==> src/hdl/hbsn_pkg.sv <==
// Types and constants of the HDLC bit-stuffing NRZI framer.
// No dependencies; used by every module of the block.
package hbsn_pkg;

   localparam int CSR_INDEX_W = 2;
   localparam int CSR_DATA_W  = 8;

   localparam logic [CSR_INDEX_W-1:0] CSR_STUFF_SKIP  = 2'd0;
   localparam logic [CSR_INDEX_W-1:0] CSR_START_LEVEL = 2'd1;
   localparam logic [CSR_INDEX_W-1:0] CSR_END_FLAG    = 2'd2;
   localparam logic [CSR_INDEX_W-1:0] CSR_RAMP_DOWN   = 2'd3;

   localparam logic [5:0] RST_STUFF_SKIP  = 6'd8;
   localparam logic       RST_START_LEVEL = 1'b0;
   localparam logic [7:0] RST_END_FLAG    = 8'h7E;
   localparam logic [2:0] RST_RAMP_DOWN   = 3'd0;

   // A one that arrives with this many ones already in the run gets a stuffed zero.
   localparam logic [2:0] ONES_BEFORE_STUFF = 3'd4;
   // Trailer positions: eight flag bits, then three ramp-down bits.
   localparam logic [3:0] TRAIL_FLAG_LAST = 4'd7;
   localparam logic [3:0] TRAIL_LAST      = 4'd10;

   typedef struct packed {
      logic [5:0] stuff_skip;
      logic       start_level;
      logic [7:0] end_flag;
      logic [2:0] ramp_down;
   } cfg_type;

   typedef enum logic [1:0] {
      PH_DATA,
      PH_STUFF,
      PH_TRAILER
   } phase_type;

   typedef struct packed {
      logic line_bit;
      logic last_out;
   } line_type;

endpackage

==> src/hdl/hdlc_bit_stuff_nrzi_framer_unit.sv <==
// Channel   Direction  Handshake             Payload
// req       in         req_valid/req_stall   req_data_bit, req_last_bit
// rsp       out        rsp_valid/rsp_stall   rsp_line_bit, rsp_last_out
// csr       in         csr_write_en          csr_index, csr_write_data
//
// Each input bit produces 1 line bit, 2 with a stuffed zero, and 11 more when it
// closes a frame; one line bit leaves per cycle while rsp is not stalled.
// The sequencer emits into the result register; the next input bit is taken in
// the cycle the held one emits its final line bit. Reset is synchronous and
// leaves the block empty with reset register values. A stall on rsp holds the
// sequencer and, once the holding register is full, raises req_stall.
module hdlc_bit_stuff_nrzi_framer_unit (
   input  logic                             clock,
   input  logic                             reset,
   input  logic                             req_valid,
   output logic                             req_stall,
   input  logic                             req_data_bit,
   input  logic                             req_last_bit,
   output logic                             rsp_valid,
   input  logic                             rsp_stall,
   output logic                             rsp_line_bit,
   output logic                             rsp_last_out,
   input  logic                             csr_write_en,
   input  logic [hbsn_pkg::CSR_INDEX_W-1:0] csr_index,
   input  logic [hbsn_pkg::CSR_DATA_W-1:0]  csr_write_data
);
   import hbsn_pkg::*;

   cfg_type  cfg;
   line_type emit;
   logic     hold_valid, hold_data, hold_last;
   logic     out_ready, step, item_done;

   hbsn_csr u_csr (
      .clock          (clock),
      .reset          (reset),
      .csr_write_en   (csr_write_en),
      .csr_index      (csr_index),
      .csr_write_data (csr_write_data),
      .cfg            (cfg)
   );

   hbsn_in_reg u_in_reg (
      .clock        (clock),
      .reset        (reset),
      .req_valid    (req_valid),
      .req_stall    (req_stall),
      .req_data_bit (req_data_bit),
      .req_last_bit (req_last_bit),
      .release_item (step && item_done),
      .hold_valid   (hold_valid),
      .hold_data    (hold_data),
      .hold_last    (hold_last)
   );

   hbsn_seq u_seq (
      .clock      (clock),
      .reset      (reset),
      .cfg        (cfg),
      .hold_valid (hold_valid),
      .hold_data  (hold_data),
      .hold_last  (hold_last),
      .out_ready  (out_ready),
      .step       (step),
      .item_done  (item_done),
      .emit       (emit)
   );

   hbsn_out_reg u_out_reg (
      .clock        (clock),
      .reset        (reset),
      .load         (step),
      .emit         (emit),
      .out_ready    (out_ready),
      .rsp_valid    (rsp_valid),
      .rsp_stall    (rsp_stall),
      .rsp_line_bit (rsp_line_bit),
      .rsp_last_out (rsp_last_out)
   );

endmodule

==> src/hdl/hbsn_csr.sv <==
// Configuration registers of the HDLC framer.
// Depends on hbsn_pkg.
module hbsn_csr (
   input  logic                             clock,
   input  logic                             reset,
   input  logic                             csr_write_en,
   input  logic [hbsn_pkg::CSR_INDEX_W-1:0] csr_index,
   input  logic [hbsn_pkg::CSR_DATA_W-1:0]  csr_write_data,
   output hbsn_pkg::cfg_type                cfg
);
   import hbsn_pkg::*;

   cfg_type cfg_ff, cfg_in;

   always_comb begin
      cfg_in = cfg_ff;
      if (csr_write_en) begin
         case (csr_index)
            CSR_STUFF_SKIP:  cfg_in.stuff_skip  = csr_write_data[5:0];
            CSR_START_LEVEL: cfg_in.start_level = csr_write_data[0];
            CSR_END_FLAG:    cfg_in.end_flag    = csr_write_data[7:0];
            CSR_RAMP_DOWN:   cfg_in.ramp_down   = csr_write_data[2:0];
            default:         cfg_in = cfg_ff;
         endcase
      end
   end

   always_ff @(posedge clock) begin
      if (reset) begin
         cfg_ff.stuff_skip  <= RST_STUFF_SKIP;
         cfg_ff.start_level <= RST_START_LEVEL;
         cfg_ff.end_flag    <= RST_END_FLAG;
         cfg_ff.ramp_down   <= RST_RAMP_DOWN;
      end else begin
         cfg_ff <= cfg_in;
      end
   end

   assign cfg = cfg_ff;

endmodule

==> src/hdl/hbsn_in_reg.sv <==
// Input holding register: keeps the current bit until all of its line bits are out.
// Depends on hbsn_pkg.
module hbsn_in_reg (
   input  logic clock,
   input  logic reset,
   input  logic req_valid,
   output logic req_stall,
   input  logic req_data_bit,
   input  logic req_last_bit,
   input  logic release_item,
   output logic hold_valid,
   output logic hold_data,
   output logic hold_last
);
   import hbsn_pkg::*;

   logic hold_valid_ff, hold_valid_in;
   logic hold_data_ff, hold_last_ff;
   logic accept;

   // A new bit can enter in the same cycle the held one emits its final line bit.
   assign req_stall     = hold_valid_ff && !release_item;
   assign accept        = req_valid && !req_stall;
   assign hold_valid_in = accept || (hold_valid_ff && !release_item);

   always_ff @(posedge clock) begin
      if (reset) begin
         hold_valid_ff <= 1'b0;
      end else begin
         hold_valid_ff <= hold_valid_in;
      end
   end

   always_ff @(posedge clock) begin
      if (accept) begin
         hold_data_ff <= req_data_bit;
         hold_last_ff <= req_last_bit;
      end
   end

   assign hold_valid = hold_valid_ff;
   assign hold_data  = hold_data_ff;
   assign hold_last  = hold_last_ff;

endmodule

==> src/hdl/hbsn_seq.sv <==
// Framing sequencer: stuffing, trailer insertion and NRZI line state.
// Depends on hbsn_pkg.
module hbsn_seq (
   input  logic              clock,
   input  logic              reset,
   input  hbsn_pkg::cfg_type cfg,
   input  logic              hold_valid,
   input  logic              hold_data,
   input  logic              hold_last,
   input  logic              out_ready,
   output logic              step,
   output logic              item_done,
   output hbsn_pkg::line_type emit
);
   import hbsn_pkg::*;

   phase_type  phase_ff, phase_in;
   logic [3:0] trail_idx_ff, trail_idx_in;
   logic       line_level_ff, line_level_in;
   logic [2:0] ones_run_ff, ones_run_in;
   logic [5:0] bits_seen_ff, bits_seen_in;

   logic       in_skip;
   logic       stuff_needed;
   logic       raw_bit;
   logic       frame_end;
   logic [2:0] flag_sel;
   logic [1:0] ramp_sel;

   assign step         = hold_valid && out_ready;
   assign in_skip      = bits_seen_ff < cfg.stuff_skip;
   assign stuff_needed = !in_skip && hold_data && (ones_run_ff == ONES_BEFORE_STUFF);
   assign flag_sel     = ~trail_idx_ff[2:0];
   assign ramp_sel     = 2'(TRAIL_LAST - trail_idx_ff);
   assign frame_end    = (phase_ff == PH_TRAILER) && (trail_idx_ff == TRAIL_LAST);

   // Next phase and trailer position.
   always_comb begin
      phase_in     = phase_ff;
      trail_idx_in = trail_idx_ff;
      if (step) begin
         case (phase_ff)
            PH_DATA: begin
               trail_idx_in = 4'd0;
               if (stuff_needed) phase_in = PH_STUFF;
               else if (hold_last) phase_in = PH_TRAILER;
            end
            PH_STUFF: begin
               trail_idx_in = 4'd0;
               phase_in     = hold_last ? PH_TRAILER : PH_DATA;
            end
            PH_TRAILER: begin
               if (frame_end) begin
                  phase_in = PH_DATA;
               end else begin
                  trail_idx_in = trail_idx_ff + 4'd1;
               end
            end
            default: phase_in = PH_DATA;
         endcase
      end
   end

   // Emitted bit and item completion.
   always_comb begin
      raw_bit       = 1'b0;
      item_done     = 1'b0;
      emit.last_out = 1'b0;
      case (phase_ff)
         PH_DATA: begin
            raw_bit   = hold_data;
            item_done = !stuff_needed && !hold_last;
         end
         PH_STUFF: begin
            raw_bit   = 1'b0;
            item_done = !hold_last;
         end
         PH_TRAILER: begin
            raw_bit       = (trail_idx_ff <= TRAIL_FLAG_LAST) ? cfg.end_flag[flag_sel]
                                                              : cfg.ramp_down[ramp_sel];
            item_done     = frame_end;
            emit.last_out = frame_end;
         end
         default: begin
            raw_bit   = 1'b0;
            item_done = 1'b0;
         end
      endcase
      // A zero toggles the line, a one keeps it.
      line_level_in = raw_bit ? line_level_ff : !line_level_ff;
      emit.line_bit = line_level_in;
   end

   // Frame counters.
   always_comb begin
      ones_run_in  = ones_run_ff;
      bits_seen_in = bits_seen_ff;
      if (phase_ff == PH_DATA) begin
         if (in_skip) begin
            bits_seen_in = bits_seen_ff + 6'd1;
         end else if (hold_data && !stuff_needed) begin
            ones_run_in = ones_run_ff + 3'd1;
         end else begin
            ones_run_in = 3'd0;
         end
      end
   end

   always_ff @(posedge clock) begin
      if (reset) begin
         phase_ff      <= PH_DATA;
         trail_idx_ff  <= 4'd0;
         line_level_ff <= RST_START_LEVEL;
         ones_run_ff   <= 3'd0;
         bits_seen_ff  <= 6'd0;
      end else begin
         phase_ff     <= phase_in;
         trail_idx_ff <= trail_idx_in;
         if (step) begin
            if (frame_end) begin
               line_level_ff <= cfg.start_level;
               ones_run_ff   <= 3'd0;
               bits_seen_ff  <= 6'd0;
            end else begin
               line_level_ff <= line_level_in;
               ones_run_ff   <= ones_run_in;
               bits_seen_ff  <= bits_seen_in;
            end
         end
      end
   end

endmodule

==> src/hdl/hbsn_out_reg.sv <==
// Result register on the line side of the framer.
// Depends on hbsn_pkg.
module hbsn_out_reg (
   input  logic               clock,
   input  logic               reset,
   input  logic               load,
   input  hbsn_pkg::line_type emit,
   output logic               out_ready,
   output logic               rsp_valid,
   input  logic               rsp_stall,
   output logic               rsp_line_bit,
   output logic               rsp_last_out
);
   import hbsn_pkg::*;

   logic     rsp_valid_ff, rsp_valid_in;
   line_type data_ff;

   assign out_ready    = !rsp_valid_ff || !rsp_stall;
   assign rsp_valid_in = load || (rsp_valid_ff && rsp_stall);

   always_ff @(posedge clock) begin
      if (reset) begin
         rsp_valid_ff <= 1'b0;
      end else begin
         rsp_valid_ff <= rsp_valid_in;
      end
   end

   always_ff @(posedge clock) begin
      if (load) begin
         data_ff <= emit;
      end
   end

   assign rsp_valid    = rsp_valid_ff;
   assign rsp_line_bit = data_ff.line_bit;
   assign rsp_last_out = data_ff.last_out;

endmodule

==> config.mk <==
export PLATFORM = sky130hd
export DESIGN_NAME = hdlc_bit_stuff_nrzi_framer_unit
export DESIGN_NICKNAME = d
export VERILOG_FILES = /design/src/hdl/hbsn_pkg.sv /design/src/hdl/hdlc_bit_stuff_nrzi_framer_unit.sv /design/src/hdl/hbsn_csr.sv /design/src/hdl/hbsn_in_reg.sv /design/src/hdl/hbsn_seq.sv /design/src/hdl/hbsn_out_reg.sv
export SDC_FILE = /design/constraint.sdc
export NUM_CORES = 1
export LEC_CHECK = 0
export BUFFER_PORTS_ARGS = -buffer_cell sky130_fd_sc_hd__buf_2
export CAP_MARGIN = 20
export CORE_MARGIN = 2
export CORE_UTILIZATION = 45
export DETAILED_ROUTE_END_ITERATION = 8
export SYNTH_ARGS = -nofsm -noshare
export SYNTH_HDL_FRONTEND = slang
export SYNTH_SLANG_ARGS = --single-unit
==> constraint.sdc <==
create_clock -name clock -period 2.7 [get_ports clock]
set_input_delay 0.54 -clock clock [delete_from_list [all_inputs] [get_ports clock]]
set_output_delay 0.54 -clock clock [all_outputs]
set_load 0.01 [all_outputs]
==> results by group, run 1 <==
Power and ir drop
  • VDD IR max: roughly 0.00028 V
  • P per Cell Area: 524 nW/um^2
  • Clock group share of total power: 0.337
  • Switch share: 0.246
  • Switching pwr: 0.000293 W
  • Cell Int Power: around 0.0009 W
  • Flop pwr share: 0.539
  • Leak: 1.02 nW
  • Part of the power in combinational logic: 0.123

GRT
  • First-pass GRT wire length: ~6400 um
  • Largest net degree at the start of global routing: 35
  • Total global-route track usage: 0.161
  • Number of global-route vias before repair: 1477
  • Initial antenna violation count: 0
  • GR Overflow Total: 0

Worst setup path
  • Critical Path Most Common Cell: a21oi_4
  • Worst Setup EP: req_stall
  • Crit path from: u_seq.bits_seen_ff[2]
  • Crit start category: flop
  • Critical Path AT: 2.05 ns
  • Worst Path Required: between 2 and 2.5 ns
  • CP Capture Type: output port
  • Cells along the critical path: ha_1 > nand2_1 > o21ai_2 > a21oi_4 > or3_4 > a21oi_4 > o21a_1 > buf_2
  • CP max stage delay: between 0.4 and 0.5 ns
  • CP max FO: 6
  • FF-to-FF Start: u_seq.trail_idx_ff[0]
  • R2R Setup Slk: just over 0.6 ns
  • Critical Path Slowest Stage Cell: or3_4
  • R2r worst-path depth: 8
  • Reg2Reg Capture Point: u_seq.line_level_ff
  • WS Path Type: flop to output port

Final layout
  • Area growth syn-to-layout: 12.8%
  • Commonest non-fill, non-tap cell in the layout: dfxtp_1
  • Most frequent cells in the layout: dfxtp_1 (36), nand2_1 (31), nor2_1 (28), buf_2 (20), a21oi_1 (18)
  • Final #Nets: 275
  • Sequential cell area: 841 um^2
  • FILL cells: 439
  • N_diodes: 0
  • Cell Count, Final, Fillers Out: approximately 300
  • Fraction of layout cells with a size suffix above 1: 0.181
  • Multi-input gate area: 1110 um^2

Floorplanning
  • DIE AREA: 5030 um^2
  • Die Span Y: roughly 70 um
  • Ports: 21
  • Initial Utilization: 0.466
  • Core Area: roughly 4300 um^2
  • Num rows: 24
  • Die width: 71.0 um

Yosys
  • Synth warn: 0
  • Sequential share of the synthesized area: 0.417
  • Post-synth EDFFs: 4
  • Mapped Cells: 226
  • FF+latch count, synth: 40
  • Synth cell types: 48
  • Synthesized area: 2020 um^2
  • Post-synth ARST share: 0
  • Ys flop type: dfxtp_1
  • Syn Nets: 253
  • Syn Area/Cell: approximately 8.9 um^2

Timing
  • Fin. Hold Viols: 0
  • Final Max Tran Viols: 0
  • Fin crit period: 2.59 ns
  • Achievable clock frequency: 0.386 GHz
  • Clock Skews: about 0.0057 ns
  • Slew @ Worst Pin: 0.612 ns
  • Setup WS post-layout: 0.111 ns
  • Setup violations, final: 0
  • Crit share post-route: 0.959
  • Normalized max-slew margin: 0.592

Drt
  • 1st-pass router iterations: 4
  • DRT antenna net count: 0
  • Final wirelength: ~3800 um
  • Initial DRC Count: 74
  • DRC viols: 0
  • Via count: 1567
  • Vias per cell: 5.21
  • Wirelength per Cell: 12.7 um

Clock network
  • CTS sink cnt: 40
  • Root buf cell: clkbuf_8
  • Worst-path clk slew: 0.07 ns
  • TritonCTS buffer count: 5
  • Max clock buf depth: 2
  • Clk_lat worst skew: 0.29 ns
  • H-tree depth: 2
  • CTS tree: yes

Placement
  • RePlAce Congestion: about 0.77
  • Post-DP HPWL: 2780 um
  • Placed cells: 292
  • Pre-CTS setup slack: approximately 0.33 ns
  • Port bufs: 20

Run status
  • Run status: completed

Flow run
  • MaxCap Viol Count: 0

Hold path
  • Hold Path Depth: 1
  • Worst min-delay path class: primary input to flop
-- power by group through the flow --
stage | registers [W] | clock network (W) | logic, W
3_5_place_dp | 0.000656 | 0 | 0.000142
6_report | 0.000643 | 0.000402 | 0.000147
4_1_cts | 0.000643 | 0.000417 | 0.000143
5_1_grt | 0.000646 | 0.000434 | 0.000165
2_1_floorplan | 0.000654 | 0 | 0.0000999
3_3_place_gp | 0.000656 | 0 | 0.000140
-- state kept, by name, summed over array words and instances (netlist names) --
register	count
u_csr.cfg	18
u_seq.bits_seen_ff	6
u_seq.trail_idx_ff	4
u_seq.ones_run_ff	3
u_seq.phase_ff	2
u_in_reg.hold_data	1
u_in_reg.hold_last	1
u_in_reg.hold_valid	1
u_out_reg.rsp_last_out	1
u_out_reg.rsp_line_bit	1
u_out_reg.rsp_valid	1
u_seq.line_level_ff	1
-- metrics by stage --
step | instance area, um^2 | utilization | power [W] | hold slack [ns] | setup TNS (ns)
3_3_place_gp | 2160 | 0.499 | 0.000797 | 0.447 | 0
2_1_floorplan | 2020 | - | 0.000754 | 0.432 | 0
4_1_cts | 2250 | 0.520 | 0.00120 | 0.414 | 0
6_report | 2270 | 0.526 | 0.00119 | 0.422 | 0
5_1_grt | 2270 | 0.526 | 0.00125 | 0.408 | -0.0145
3_5_place_dp | 2160 | 0.499 | 0.000798 | 0.450 | 0
-- timing repair --
item,CTS,global route
hold buffers,0,0
endpoints found under the setup margin,0,1
gates resized for setup,0,3
setup buffers,0,1
endpoints found under the hold margin,0,0
-- cell families (layout without fill, tap and decap cells) --
kind of cell | Yosys count | after routing | share of synthesized area
adder cells (fa/ha/maj) | 10 | 10 | 0.0620
AND/OR/NAND/NOR | 93 | 93 | 0.229
XOR/XNOR | 4 | 4 | 0.0174
AO/OA/AOI/OAI | 46 | 46 | 0.156
multiplexers | 13 | 13 | 0.0775
buffers and inverters | 20 | 43 | 0.0416
flip-flops | 40 | 40 | 0.417
-- metal layers --
layer	share of wire	wire, um	track usage	vias to the layer above
met5	0	0	0	-
met4	0.018	69	0.0671	0
met3	0.024	91	0.0442	8
met2	0.45	1740	0.249	15
met1	0.50	1930	0.213	718
li1	-	-	-	826
-- cell usage after synthesis, drive strengths merged, types with 2 or more instances --
library cell  count  area share
o211ai            2      0.0099
or2               2      0.0062
nand3b            8       0.036
edfxtp            4       0.060
nand3             2      0.0050
xor2              4       0.017
o21ai             4       0.012
a31oi             2      0.0062
a22oi             2      0.0074
a211o             2      0.0087
clkbuf            6       0.011
a21oi            20       0.051
a21o              5       0.019
nor3              6       0.015
ha               10       0.062
inv              11       0.020
nand2            31       0.058
buf               2      0.0081
dfxtp            36        0.36
mux2i            10       0.050
nor2b             3      0.0093
nor2             28       0.052
nand2b            3      0.0093
mux4              2       0.022
or3               3       0.012
o22ai             3      0.0093
and3              3      0.0099
-- worst max-delay path: cells and delay by family, from the launching register on --
family | cells | cell delay [ns]
AO/OA/AOI/OAI | 4 | 0.52
AND/OR/NAND/NOR | 2 | 0.48
flip-flops | 1 | 0.34
adder cells (fa/ha/maj) | 1 | 0.31
buffers and inverters | 1 | 0.12
-- layout make-up --
class	count	area share
multi-input combinational	166	0.488
tap	52	0.0286
timing repair buffer	23	0.0539
clock buffer	8	0.0396
sequential	40	0.370
inverter	12	0.0198
-- worst min path at each step --
stage | from | slack (ns) | end
after floorplan | u_csr.cfg[6] | 0.43 | u_csr.cfg[6]
after global placement | u_seq.ones_run_ff[2] | 0.45 | u_seq.ones_run_ff[2]
after detailed placement | u_csr.cfg[3] | 0.45 | u_csr.cfg[3]
after CTS | req_data_bit | 0.41 | u_in_reg.hold_data
after global routing | req_data_bit | 0.41 | u_in_reg.hold_data
final | req_last_bit | 0.42 | u_in_reg.hold_last
No activity file was read; power rests on OpenSTA's default activity.
==> run 2: changes to the inputs <==
PLACE_DENSITY = 0.76   (was not set)
==> run 2 against run 1 <==
Against the previous run: via count rose by 2.0%; worst hold slack got worse by 0.00083 ns; sequential power barely moved; first-iteration DRC count rose by 16%; clock power rose by 1%; highest routed layer unchanged; combinational power barely moved; design area fell by 0.33%; clock skew fell by 0.0010 ns; wire length fell by 0.50%; register-to-register slack barely moved.
==> results by group, run 2 (synthesized netlist as in run 1, its figures left out) <==
Placement
  • RePlAce Congestion: 0.815 (+6.3%)
  • Post-DP HPWL: 2800 um (+0.69%)
  • Port bufs: 20 (unchanged)
  • Placed cells: 293 (+0.34%)

Power and ir drop
  • P per Cell Area: 526 nW/um^2 (+0.45%)
  • Leak: 1.02 nW (-0.20%)
  • VDD IR max: 0.000194 V (-30%)
  • Total power: 0.00119 W (+0.12%)

Final layout
  • FILL cells: 432 (-1.6%)
  • Multi-input gate area: 1100 um^2 (-0.68%)
  • Cell Count, Final, Fillers Out: 301 (unchanged)
  • Area growth syn-to-layout: 12.4%
  • Max FFs per register: 18 (unchanged)
  • Sequential cell area: 841 um^2 (unchanged)
  • Fraction of layout cells with a size suffix above 1: 0.181 (unchanged)
  • N_diodes: 0 (unchanged)
  • Most frequent cells in the layout: dfxtp_1 (36), nand2_1 (31), nor2_1 (28), buf_2 (20), a21oi_1 (18)
  • Commonest non-fill, non-tap cell in the layout: dfxtp_1
  • Final #Nets: 275 (unchanged)

Clock network
  • TritonCTS buffer count: 5 (unchanged)
  • Max clock buf depth: 2 (unchanged)
  • Root buf cell: clkbuf_8
  • CTS tree: yes
  • CTS sink cnt: 40 (unchanged)
  • Clk_lat worst skew: 0.29 ns (about the same)
  • Post-CTS Setup Bufs: 0 (unchanged)
  • Worst-path clk slew: 0.07 ns (about the same)
  • H-tree depth: 2 (unchanged)

Floorplanning
  • Die Span Y: 71.0 um (unchanged)
  • Ports: 21 (unchanged)
  • Initial Utilization: 0.466 (unchanged)
  • DIE AREA: 5030 um^2 (unchanged)
  • Core Area: 4320 um^2 (unchanged)
  • Die width: 71.0 um (unchanged)
  • Num rows: 24 (unchanged)

GRT
  • Number of global-route vias before repair: 1463 (-0.95%)
  • GR Overflow Total: 0 (unchanged)
  • Initial antenna violation count: 0 (unchanged)
  • First-pass GRT wire length: 6510 um (+1.6%)
  • Total global-route track usage: 0.164 (+0.00263)
  • Largest net degree at the start of global routing: 35 (unchanged)

Worst setup path
  • WS Path Type: flop to output port
  • Critical Path AT: 2.03 ns (-0.02 ns)
  • Reg2Reg Capture Point: u_seq.line_level_ff
  • R2R Setup Slk: 0.60 ns (about the same)
  • Worst Path Required: 2.16 ns (about the same)
  • CP Capture Type: output port
  • FF-to-FF Start: u_seq.trail_idx_ff[0]
  • R2r worst-path depth: 8 (unchanged)
  • Crit start category: flop
  • Worst Setup EP: req_stall
  • CP max FO: 4 (-2)
  • Crit path from: u_seq.bits_seen_ff[2]

Drt
  • Wirelength per Cell: 12.7 um (-0.50%)
  • DRT antenna net count: 0 (unchanged)
  • 1st-pass router iterations: 4 (unchanged)
  • Initial DRC Count: 86 (+16%)
  • Final wirelength: 3810 um (-0.50%)
  • DRC viols: 0 (unchanged)
  • Via count: 1599 (+2.0%)
  • Vias per cell: 5.31 (+2.0%)

Timing
  • Crit share post-route: 0.953 (-0.00565)
  • Normalized max-slew margin: 0.595 (+0.00304)
  • Hold WS: 0.421 ns (-0.000833 ns)
  • Slew @ Worst Pin: 0.607 ns (-0.00457 ns)
  • Fin crit period: 2.57 ns (-0.0152 ns)
  • Achievable clock frequency: 0.389 GHz (+0.59%)
  • Final Max Tran Viols: 0 (unchanged)
  • Fin. Hold Viols: 0 (unchanged)
  • Setup TNS: 0 ns (unchanged)
  • Setup violations, final: 0 (unchanged)
  • Clock Skews: 0.00466 ns (-0.000996 ns)

Flow run
  • MaxCap Viol Count: 0 (unchanged)

Hold path
  • Worst min-delay path class: primary input to flop
  • Hold Path Depth: 1 (unchanged)

Run status
  • Run status: completed
## run 2: cell type report
type                    count  area share
flip-flops and latches     40       0.371
inverters                  12      0.0199
clock buffers               8      0.0397
multi-input cells         166       0.487
repair buffers             23      0.0541
well taps                  52      0.0287
## run 2: timing repair
item | 4_1_cts | 5_1_grt
hold buffers | 0 | 0
hold endpoints to repair | 0 | 0
resized for setup | 0 | 2
setup endpoints to repair | 0 | 1
## run 2: worst min-delay path by stage
stage	end	startpoint
detailed placement	u_csr.cfg[6]	u_csr.cfg[6]
global route	u_in_reg.hold_data	req_data_bit
CTS	u_in_reg.hold_last	req_last_bit
finish	u_in_reg.hold_data	req_data_bit
floorplan	u_csr.cfg[6]	u_csr.cfg[6]
global placement	u_csr.cfg[6]	u_csr.cfg[6]
## run 2: power by group
part           internal (W)  switching [W]
Clock              0.000208       0.000197
Combinational     0.0000631      0.0000815
Sequential         0.000626      0.0000164
## run 2: through the flow
| stage | setup slack (ns) | utilization | instance area (um^2) |
|---|---|---|---|
| 6_report | 0.126 | 0.524 | 2270 |
| 5_1_grt | -0.00283 | 0.524 | 2270 |
| 4_1_cts | 0.0798 | 0.522 | 2260 |
| 3_5_place_dp | 0.407 | 0.501 | 2170 |
| 3_3_place_gp | 0.448 | 0.501 | 2170 |
| 2_1_floorplan | 0.536 | - | 2020 |
## run 2: worst max-delay path, cell delays in order, from the launching register on
cell and delay [ns]:
dfxtp_1 0.34, ha_1 0.30, nand2_1 0.06, o21ai_2 0.16, a21oi_2 0.08, or3_4 0.42
a21oi_4 0.14, o21a_1 0.11, buf_2 0.12
## run 2: metal layers
layer | global-route usage | wire length [um]
met5 | 0 | 0
met1 | 0.201 | 1750
met4 | 0.0755 | 61
met3 | 0.0342 | 140
met2 | 0.276 | 1850
==> run 3: changes to the inputs <==
CAP_MARGIN = 10   (was 20)
PLACE_DENSITY = 0.65   (was 0.76)
RECOVER_POWER = 50   (was not set)
==> run 3 against run 2 <==
Against the previous run: combinational power is essentially flat; critical endpoint unchanged; sequential share of layout area fell by 0.11 points; largest cell class unchanged; largest power group unchanged; first-iteration DRC count fell by 9.3%; wire length down 0.50%; clock skew grew 0.0033 ns; flip-flop and latch count unchanged; core utilization up 0.23 points; via count is essentially flat; maximum frequency is 0.40% higher.
==> results by group, run 3 (synthesized netlist as in run 1, its figures left out) <==
Timing
  • Setup violations, final: 0 (unchanged)
  • RSZ-0062 raised after global routing: no
  • Fin. Hold Viols: 0 (unchanged)
  • Setup TNS: 0 ns (unchanged)
  • Normalized max-slew margin: 0.0756 (-0.520)
  • Crit share post-route: 0.949 (-0.00378)
  • Fin crit period: 2.56 ns (-0.0102 ns)
  • Hold WS: 0.427 ns (+0.00552 ns)
  • Clock Skews: 0.00794 ns (+0.00328 ns)
  • Slew @ Worst Pin: 1.39 ns (+0.780 ns)
  • Final Max Tran Viols: 0 (unchanged)
  • Achievable clock frequency: 0.390 GHz (+0.40%)

Final layout
  • Cell Count, Final, Fillers Out: 302 (+0.33%)
  • Fraction of layout cells with a size suffix above 1: 0.180 (-0.000723)
  • Commonest non-fill, non-tap cell in the layout: dfxtp_1
  • Final #Nets: 276 (+0.36%)
  • N_diodes: 0 (unchanged)
  • Max FFs per register: 18 (unchanged)
  • Area growth syn-to-layout: 12.9%
  • Post-layout util: 0.527 (+0.00231)
  • Most frequent cells in the layout: dfxtp_1 (35), nand2_1 (31), nor2_1 (28), a21oi_1 (18), buf_2 (17)

Worst setup path
  • Critical Path AT: 2.02 ns (about the same)
  • R2R Setup Slk: 0.68 ns (+0.08 ns)
  • Worst Path Required: 2.16 ns (about the same)
  • Crit path from: u_csr.cfg[14]
  • CP Capture Type: output port
  • CP max FO: 4 (unchanged)
  • WS Path Type: flop to output port
  • Crit start category: flop
  • FF-to-FF Start: u_seq.trail_idx_ff[1]

GRT
  • Initial antenna violation count: 0 (unchanged)
  • Number of global-route vias before repair: 1435 (-1.9%)
  • Largest net degree at the start of global routing: 35 (unchanged)
  • First-pass GRT wire length: 6500 um (-0.21%)
  • Total global-route track usage: 0.163 (-0.000748)
  • GR Overflow Total: 0 (unchanged)

Placement
  • Port bufs: 20 (unchanged)
  • RePlAce Congestion: 0.766 (-6.1%)
  • Placed cells: 294 (+0.34%)
  • Post-DP HPWL: 2710 um (-3.2%)

Hold path
  • Worst min-delay path class: primary input to flop
  • Worst hold start: req_data_bit

Clock network
  • Hold_buf cts: 0 (unchanged)
  • Clk_lat worst skew: 0.29 ns (about the same)
  • Root buf cell: clkbuf_8
  • Max clock buf depth: 2 (unchanged)
  • TritonCTS buffer count: 5 (unchanged)
  • Worst-path clk slew: 0.07 ns (about the same)
  • CTS tree: yes
  • H-tree depth: 2 (unchanged)
  • CTS sink cnt: 40 (unchanged)

Power and ir drop
  • Cell Int Power: 0.000925 W (+3.0%)
  • Flop pwr share: 0.524 (-0.015)
  • Leak: 1.02 nW (+0.31%)
  • Switch share: 0.244 (-0.00382)
  • P per Cell Area: 537 nW/um^2 (+2.1%)
  • VDD IR max: 0.000303 V (+56%)
  • Switching pwr: 0.000298 W (+0.95%)
  • Clock group share of total power: 0.359 (+0.019)
  • Part of the power in combinational logic: 0.117 (-0.004)

Flow run
  • MaxCap Viol Count: 0 (unchanged)

Floorplanning
  • Ports: 21 (unchanged)
  • Die width: 71.0 um (unchanged)
  • DIE AREA: 5030 um^2 (unchanged)
  • Num rows: 24 (unchanged)
  • Initial Utilization: 0.466 (unchanged)
  • Core Area: 4320 um^2 (unchanged)
  • Die Span Y: 71.0 um (unchanged)

Drt
  • 1st-pass router iterations: 4 (unchanged)
  • DRC viols: 0 (unchanged)
  • Initial DRC Count: 78 (-9.3%)
  • Via count: 1598 (-0.063%)
  • DRT antenna net count: 0 (unchanged)
  • Vias per cell: 5.29 (-0.39%)
  • Final wirelength: 3790 um (-0.50%)
  • Wirelength per Cell: 12.5 um (-0.83%)

Run status
  • Run status: completed
## run 3: repair_timing
action	4_1_cts	5_1_grt
endpoints found under the setup margin	0	1
buffers inserted	0	0
resized for setup	0	2
## run 3: metal layers
metal / vias to the layer above / share of wire / track usage
li1: 830 / - / -
met1: 748 / 0.49 / 0.216
met2: 15 / 0.48 / 0.262
met3: 5 / 0.021 / 0.0342
met4: 0 / 0.013 / 0.0629
met5: - / 0 / 0
## run 3: final timing paths
check,endpoint,depth (start not counted)
hold / removal,u_in_reg.hold_data,1
hold reg to reg,u_csr.cfg[3],2
setup / recovery,req_stall,9
setup reg to reg,u_seq.bits_seen_ff[4],7
## run 3: power by group through the flow
stage          sequential [W]  clock (W)  combinational [W]
6_report             0.000641   0.000439           0.000144
5_1_grt              0.000644   0.000485           0.000161
4_1_cts              0.000641   0.000452           0.000145
3_5_place_dp         0.000655          0           0.000144
3_3_place_gp         0.000654          0           0.000143
2_1_floorplan        0.000654          0          0.0000999
## run 3: critical path: stages (launching register included)
cell     delay (ns)
dfxtp_1        0.31
inv_1          0.05
ha_1           0.29
nand2_1        0.06
o21ai_2        0.15
a21oi_2        0.08
or3_4          0.39
a21oi_2        0.16
o21a_1         0.12
buf_2          0.12
## run 3: final cells by class
class / instances / area [um^2]
tap: 52 / 65.1
timing repair buffer: 24 / 126
clock buffer: 7 / 97.6
inverter: 12 / 45.0
sequential: 40 / 842
clock inverter: 1 / 5.00
fill: 426 / 2050
multi-input combinational: 166 / 1100
## run 3: metrics by stage
stage / area, um^2 / setup slack [ns] / total power [W]
finish: 2280 / 0.137 / 0.00122
global route: 2280 / 0.000940 / 0.00129
CTS: 2280 / 0.0730 / 0.00124
detailed placement: 2170 / 0.400 / 0.000799
global placement: 2170 / 0.441 / 0.000797
floorplan: 2020 / 0.536 / 0.000754
